### src/hgpc_pkg.sv
`timescale 1ns / 1ps
// Shared types, constants and the preface lookup for the HTTP/2 / gRPC classifier.
// Depends on nothing; used by every module of the block.
package hgpc_pkg;

  localparam int unsigned MAX_PAYLOAD_DEF = 8192;
  localparam int unsigned SCAN_LIMIT_DEF  = 100;

  localparam int unsigned PREFACE_LEN = 24;
  localparam int unsigned HDR_LEN     = 9;
  localparam int unsigned GRPC_MINLEN = 20;
  localparam int unsigned GRPC_TAIL   = 10;
  localparam int unsigned RECENT_LEN  = 3;
  localparam int unsigned EM_W        = 7;

  localparam logic [7:0] TYPE_DATA     = 8'd0;
  localparam logic [7:0] TYPE_HEADERS  = 8'd1;
  localparam logic [7:0] TYPE_SETTINGS = 8'd4;
  localparam logic [7:0] TYPE_PING     = 8'd6;
  localparam logic [7:0] TYPE_MAX      = 8'd9;

  localparam logic [7:0] CHR_G = 8'h67;
  localparam logic [7:0] CHR_R = 8'h72;
  localparam logic [7:0] CHR_P = 8'h70;
  localparam logic [7:0] CHR_C = 8'h63;

  typedef enum logic [1:0] {
    KIND_UNKNOWN = 2'd0,
    KIND_HTTP2   = 2'd1,
    KIND_GRPC    = 2'd2
  } proto_t;

  // "PRI * HTTP/2.0\r\n\r\nSM\r\n\r\n", first byte in the lowest bits
  localparam logic [191:0] PREFACE_BYTES = {
    64'h0A0D0A0D4D530A0D, 64'h0A0D302E322F5054, 64'h5448202A20495250
  };

  // Per-cell control, one struct shared by every cell of a chain
  typedef struct packed {
    logic flush;  // treat stored byte as zero (payload starts on this beat)
    logic shift;  // take the neighbor's byte
    logic wipe;   // clear after the beat (payload closes)
  } cell_ctrl_t;

  function automatic logic [7:0] preface_byte(input logic [4:0] k);
    logic [7:0] r;
    r = 8'h00;
    if (k < 5'(PREFACE_LEN)) begin
      r = PREFACE_BYTES[{k, 3'b000} +: 8];
    end
    return r;
  endfunction

endpackage

### src/hgpc_byte_cell.sv
`timescale 1ns / 1ps
// One byte cell of a shift chain: holds a byte and hands it to its neighbor.
// Depends on hgpc_pkg for the cell control struct.
module hgpc_byte_cell
  import hgpc_pkg::*;
(
  input  logic       clk,
  input  logic       rst,
  input  cell_ctrl_t ctrl,
  input  logic [7:0] din,
  output logic [7:0] tap,
  output logic [7:0] nxt
);

  logic [7:0] q;

  assign tap = ctrl.flush ? 8'h00 : q;
  assign nxt = ctrl.shift ? din : tap;

  always_ff @(posedge clk) begin
    if (rst || ctrl.wipe) begin
      q <= 8'h00;
    end else begin
      q <= nxt;
    end
  end

endmodule

### src/http2_grpc_payload_classifier.sv
`timescale 1ns / 1ps
// Top level of the HTTP/2 / gRPC payload classifier.
// Depends on hgpc_pkg and hgpc_byte_cell.
//
//  channel  | dir | handshake            | payload
//  ---------+-----+----------------------+----------------------------------------
//  s_axis   | in  | tvalid/tready        | tdata=payload_byte, tlast=last_byte,
//           |     |                      | tuser=first_byte, conn_http2_seen
//  m_axis   | out | tvalid/tready        | tdata=protocol, conn_http2_now
//
// Takes one byte every cycle unless the output stalls it. The result of a payload
// shows on m_axis in the cycle after its last beat is taken; the byte cells and
// counters update every beat, so throughput is one beat per clock when not stalled.
// rst is synchronous, active high, and empties the payload state and the output.
// A held result stalls the input only while m_axis_tready is low and the output
// register is full.
module http2_grpc_payload_classifier
  import hgpc_pkg::*;
#(
  parameter int unsigned MAX_PAYLOAD = MAX_PAYLOAD_DEF,
  parameter int unsigned SCAN_LIMIT  = SCAN_LIMIT_DEF
) (
  input  logic       clk,
  input  logic       rst,
  input  logic       s_axis_tvalid,
  output logic       s_axis_tready,
  input  logic [7:0] s_axis_tdata,   // [7:0] payload_byte
  input  logic       s_axis_tlast,   // last_byte
  input  logic [1:0] s_axis_tuser,   // [0] first_byte, [1] conn_http2_seen
  output logic       m_axis_tvalid,
  input  logic       m_axis_tready,
  output logic [7:0] m_axis_tdata    // [1:0] protocol, [2] conn_http2_now, [7:3] zero
);

  localparam int unsigned POS_W = $clog2(MAX_PAYLOAD + 1);

  // Beat handshake
  logic acc;
  logic first, last, seen_in;
  logic [7:0] b;

  assign s_axis_tready = !m_axis_tvalid || m_axis_tready;
  assign acc           = s_axis_tvalid && s_axis_tready;
  assign b             = s_axis_tdata;
  assign first         = s_axis_tuser[0];
  assign seen_in       = s_axis_tuser[1];
  assign last          = s_axis_tlast;

  // Payload state
  logic [POS_W-1:0] pos, pos_eff, pos_next;
  logic             pre_ok, pre_eff, pre_next;
  logic             mf, mf_eff, mf_next;
  logic [EM_W-1:0]  em, em_eff, em_next;
  logic             seen, seen_eff;
  logic [31:0]      p32, len32, idx32;
  logic             take;

  assign pos_eff  = first ? '0 : pos;
  assign pre_eff  = first ? 1'b1 : pre_ok;
  assign mf_eff   = first ? 1'b0 : mf;
  assign em_eff   = first ? '0 : em;
  assign seen_eff = first ? seen_in : seen;
  assign p32      = 32'(pos_eff);
  assign take     = p32 < 32'(MAX_PAYLOAD);
  assign pos_next = take ? pos_eff + POS_W'(1) : pos_eff;
  assign len32    = 32'(pos_next);

  // Header chain: after nine shifts cell k holds payload byte 8-k
  cell_ctrl_t hdr_ctrl, rec_ctrl;
  logic [7:0] hdr_tap [HDR_LEN];
  logic [7:0] hdr_nxt [HDR_LEN];
  logic [7:0] rec_tap [RECENT_LEN];
  logic [7:0] rec_nxt [RECENT_LEN];

  assign hdr_ctrl.flush = acc && first;
  assign hdr_ctrl.shift = acc && take && (p32 < 32'(HDR_LEN));
  assign hdr_ctrl.wipe  = acc && last;
  assign rec_ctrl.flush = acc && first;
  assign rec_ctrl.shift = acc && take;
  assign rec_ctrl.wipe  = acc && last;

  for (genvar g = 0; g < HDR_LEN; g++) begin : g_hdr
    hgpc_byte_cell u_cell (
      .clk  (clk),
      .rst  (rst),
      .ctrl (hdr_ctrl),
      .din  ((g == 0) ? b : hdr_tap[(g == 0) ? 0 : g - 1]),
      .tap  (hdr_tap[g]),
      .nxt  (hdr_nxt[g])
    );
  end

  // Recent-byte chain: cell 0 newest
  for (genvar g = 0; g < RECENT_LEN; g++) begin : g_rec
    hgpc_byte_cell u_cell (
      .clk  (clk),
      .rst  (rst),
      .ctrl (rec_ctrl),
      .din  ((g == 0) ? b : rec_tap[(g == 0) ? 0 : g - 1]),
      .tap  (rec_tap[g]),
      .nxt  (rec_nxt[g])
    );
  end

  // Preface check on the first 24 bytes
  always_comb begin
    pre_next = pre_eff;
    if (take && (p32 < 32'(PREFACE_LEN)) && (b != preface_byte(pos_eff[4:0]))) begin
      pre_next = 1'b0;
    end
  end

  // "grpc" scan: 'c' now, "grp" in the three previous bytes
  logic hit;

  assign idx32 = p32 - 32'd3;
  assign hit   = take && (p32 >= 32'd3) && (rec_tap[2] == CHR_G) &&
                 (rec_tap[1] == CHR_R) && (rec_tap[0] == CHR_P) && (b == CHR_C) &&
                 (idx32 >= 32'(HDR_LEN)) && (idx32 < 32'(SCAN_LIMIT)) && !mf_eff;
  assign mf_next = mf_eff || hit;
  assign em_next = hit ? idx32[EM_W-1:0] : em_eff;

  // Classification from the state as it stands after this beat
  logic [7:0]  ftype;
  logic [30:0] stream;
  logic        valid, grpc, preface, now;
  proto_t      proto;

  assign ftype  = hdr_nxt[5];
  assign stream = {hdr_nxt[3][6:0], hdr_nxt[2], hdr_nxt[1], hdr_nxt[0]};

  always_comb begin
    valid = (len32 >= 32'(HDR_LEN)) && (ftype <= TYPE_MAX);
    if (((ftype == TYPE_SETTINGS) || (ftype == TYPE_PING)) && (stream != '0)) begin
      valid = 1'b0;
    end
    if (((ftype == TYPE_DATA) || (ftype == TYPE_HEADERS)) && (stream == '0)) begin
      valid = 1'b0;
    end
    grpc    = valid && (ftype == TYPE_HEADERS) && (len32 > 32'(GRPC_MINLEN)) &&
              mf_next && (32'(em_next) < (len32 - 32'(GRPC_TAIL)));
    preface = pre_next && (len32 >= 32'(PREFACE_LEN));
    now     = seen_eff || preface || valid;
    if (grpc) begin
      proto = KIND_GRPC;
    end else if (valid || preface) begin
      proto = KIND_HTTP2;
    end else begin
      proto = KIND_UNKNOWN;
    end
  end

  // Hold payload counters; clear them, keeping the connection flag, on a taken last beat
  always_ff @(posedge clk) begin
    if (rst) begin
      pos    <= '0;
      pre_ok <= 1'b1;
      mf     <= 1'b0;
      em     <= '0;
      seen   <= 1'b0;
    end else if (acc) begin
      if (last) begin
        pos    <= '0;
        pre_ok <= 1'b1;
        mf     <= 1'b0;
        em     <= '0;
        seen   <= now;
      end else begin
        pos    <= pos_next;
        pre_ok <= pre_next;
        mf     <= mf_next;
        em     <= em_next;
        seen   <= seen_eff;
      end
    end
  end

  // Output register: load on a last beat, hold while stalled
  always_ff @(posedge clk) begin
    if (rst) begin
      m_axis_tvalid <= 1'b0;
    end else if (acc && last) begin
      m_axis_tvalid <= 1'b1;
    end else if (m_axis_tready) begin
      m_axis_tvalid <= 1'b0;
    end
  end

  always_ff @(posedge clk) begin
    if (acc && last) begin
      m_axis_tdata <= {5'b00000, now, proto};
    end
  end

endmodule

### config.mk
export PLATFORM = sky130hd
export DESIGN_NAME = http2_grpc_payload_classifier
export DESIGN_NICKNAME = d
export VERILOG_FILES = /design/src/hgpc_pkg.sv /design/src/hgpc_byte_cell.sv /design/src/http2_grpc_payload_classifier.sv
export SDC_FILE = /design/constraint.sdc
export NUM_CORES = 1
export LEC_CHECK = 0
export BUFFER_PORTS_ARGS = -buffer_cell sky130_fd_sc_hd__buf_2
export CORE_MARGIN = 3
export CORE_UTILIZATION = 30
export DETAILED_ROUTE_END_ITERATION = 8
export GPL_TIMING_DRIVEN = 0
export PLACE_DENSITY = 0.42
export SETUP_SLACK_MARGIN = 0.5
export SYNTH_ARGS = -nofsm -noshare
export SYNTH_HDL_FRONTEND = slang
export SYNTH_SLANG_ARGS = --single-unit
### constraint.sdc
create_clock -name clk -period 13.42 [get_ports clk]
set_input_delay 1.342 -clock clk [delete_from_list [all_inputs] [get_ports clk]]
set_output_delay 1.342 -clock clk [all_outputs]
set_load 0.02 [all_outputs]
==> out/metrics.yaml <==
drt_pre_antenna_iters: 5
power_uw: 641
slew_headroom: 0.371
min_period_ns: 8.27
slew_violations: 0
grt_pass1_vias: 5792
worstSetupPathType: "in -> reg"
timing.rr.start: "pos[0]$_SDFFE_PP0P_"
min_path_type: "reg -> reg"
yosys_warnings: 0
synth_top_flop_cell: "dfxtp_1"
drv_cap: 0
yosysTopAreaCell: "dfxtp_1"
reg2regPathDepth: 19
fin_area_sq_um: 6800
syn-cell-area_sq_um: 6060
synthTopCellsByCount: "142 x nand2_1, 107 x a21oi_1, 97 x dfxtp_1"
clk_pin_slew_worst_paths_ns: 0.08
start_util: 0.308
drive_above_1_share: 0.0838
grt_max_degree: 20
dieArea_sq_um: 21900
num_vias: 6109
drtAntennaViolNets: 0
r2r_end: "m_axis_tdata[0]$_SDFFCE_PP0P_"
nNetsFinal: 864
cts_max_path_buffers: 2
postPlaceCellArea_sq_um: 6490
overflow: 0
min_period_over_period: 0.616
antenna_found_initial: 0
tightest_slew_ns: 0.936
ff_latch_area_sq_um: 2030
worst_ep_arrival_time_ns: 8.36
ys_seq_area_frac: 0.335
clkSinkCount: 100
postCtsSetupBuffers: 0
cts_resized: 0
crit_end: "m_axis_tdata[0]$_SDFFCE_PP0P_"
syn_inst: 798
die_x_um: 148
cp_slowest_cell: "nor4_2"
ios: 25
crit_required_ns: 13.51
synth-async-reset-ratio: 0
dpl.hpwl_um: 16000
placedCellCount: 1084
wl_um: 21300
stdcell_count: 1100
nFillCells: 2155
drt_iter0_drc: 385
yosysMostFrequentCell: "nand2_1"
cts_htree_levels: 3
routed_via_density: 5.55
grt_pass1_wl_um: 33700
max_freq_ghz: 0.121
fp.coreArea_sq_um: 19700
synth_edf_count: 3
powerDensity_nw_per_um2: 94.3
setup_viol: 0
cts_made_buffers: 9
crit_path_end_kind: "flip-flop"
yosys.cell_types.count: 75
rows: 51
synthTopCellsByArea: "dfxtp_1 32%, a21oi_1 8.8%, nand2_1 8.8%"
cts_tree: "built"
multiInputGateArea_sq_um: 3730
drc: 0
root_buffer: "clkbuf_16"
routabilityCongestion: 0.871
r2r_setup_slack_ns: 7.14
skew_ns: 0.0144
cpMostUsedCell: "clkbuf_1"
critPathMaxFanout: 10
ir_worst_vdd_v: 0.0000601
die_h_um: 148
status: "completed"
syn2layout_area_growth_pct: 12.1
hold_viol_final: 0
fin_tns_setup_ns: 0
wire_per_inst_um: 19.3
grt.total_usage: 0.193
leakage_nw: 2.43
rsz0062_at_grt: "no"
cts_hold_buffers: 0
crit_chain: "buf_2 -> clkbuf_1 -> inv_1 -> clkbuf_1 -> clkbuf_1 -> clkbuf_1 -> nand2_1 -> inv_1 -> ha_1 -> clkbuf_1 -> inv_1 -> nand4b_1 -> o31a_1 -> a21oi_2 -> nor4_2 -> nor3b_1 -> or2_2 -> ha_1 -> a211oi_1 -> nand2_1 -> or4_1 -> or3_1 -> a2111oi_4 -> a21oi_1"
cp-startpoint: "s_axis_tuser[0]"
worstSkewPairLatency_ns: 0.36
antenna_cells: 0
synth_area_per_cell_sq_um: 7.60
synth_top_area_share: 0.320
start_kind: "primary input"
max_stage_delay_ns: 0.84
finish.utilization: 0.346
ys_ff_latch: 100
io_buffer_count: 17
[kinds of logic (layout without fill, tap and decap cells)]
logic type	count (synthesis)	in the layout	share of synthesized area
buffers and inverters	78	111	0.0526
adder cells (fa/ha/maj)	19	19	0.0392
XOR/XNOR	18	18	0.0260
flip-flops	100	100	0.335
AO/OA/AOI/OAI	204	204	0.212
other	1	5	0.000619
multiplexers	17	17	0.0289
AND/OR/NAND/NOR	361	361	0.305
[registers in the layout, summed over array words and instances (netlist names)]
signal and cells:
g_hdr.u_cell.q 48, g_rec.u_cell.q 24, pos 14, em 7
m_axis_tdata 3, m_axis_tvalid 1, mf 1, pre_ok 1
seen 1
[final cells by class]
class                           count  share of cell area
Multi-Input combinational cell    624               0.548
Clock inverter                      6             0.00921
Timing Repair Buffer               17              0.0125
Buffer                             64              0.0392
Inverter                           14             0.00773
Sequential cell                   100               0.299
Clock buffer                       10              0.0352
Tap cell                          265              0.0488
[routing by layer]
metal | routed length, um | part of all wire | track usage
met3 | 739 | 0.035 | 0.0256
met2 | 10500 | 0.49 | 0.330
met5 | 0 | 0 | 0
met4 | 374 | 0.018 | 0.0573
met1 | 9660 | 0.45 | 0.256
[worst min-delay path by stage]
stage / cells after the start / startpoint / end / slack (ns)
6_report: 2 / g_hdr[5].u_cell.q[6]$_SDFF_PP0_ / g_hdr[5].u_cell.q[6]$_SDFF_PP0_ / 0.46
5_1_grt: 2 / g_hdr[5].u_cell.q[6]$_SDFF_PP0_ / g_hdr[5].u_cell.q[6]$_SDFF_PP0_ / 0.48
4_1_cts: 2 / g_hdr[5].u_cell.q[6]$_SDFF_PP0_ / g_hdr[5].u_cell.q[6]$_SDFF_PP0_ / 0.46
3_5_place_dp: 2 / g_hdr[5].u_cell.q[6]$_SDFF_PP0_ / g_hdr[5].u_cell.q[6]$_SDFF_PP0_ / 0.45
3_3_place_gp: 2 / em[6]$_SDFFE_PP0P_ / em[6]$_SDFFE_PP0P_ / 0.44
2_1_floorplan: 2 / em[4]$_SDFFE_PP0P_ / em[4]$_SDFFE_PP0P_ / 0.43
[cell usage in the layout (no fill, tap or decap), types with 14 or more instances in the layout]
master / count
nand3_1: 17
o21ai_0: 22
nor3_1: 19
a22oi_1: 14
inv_1: 14
nor4_1: 19
dfxtp_1: 97
ha_1: 19
nor2_1: 56
clkbuf_1: 42
buf_2: 20
a21oi_1: 107
nand2b_1: 15
nand2_1: 142
[critical path: cells and delay by family]
| family | cells | cell delay (ns) |
|---|---|---|
| buf+inv | 9 | 2.90 |
| simple gates | 8 | 2.66 |
| compound gates | 5 | 0.88 |
| fa+ha+maj | 2 | 0.57 |
[power by group]
part           internal (mW)  leakage, nW  switching, mW
registers              0.302        0.812        0.00399
clock network          0.137        0.149          0.134
logic                 0.0164         1.47         0.0472
[through the flow]
stage	hold slack, ns	worst slack (ns)
detailed placement	0.445	4.88
finish	0.457	5.15
CTS	0.457	5.22
global placement	0.438	4.80
global route	0.477	4.63
floorplan	0.427	7.02
Note: power is estimated with default switching activity, not from simulation.
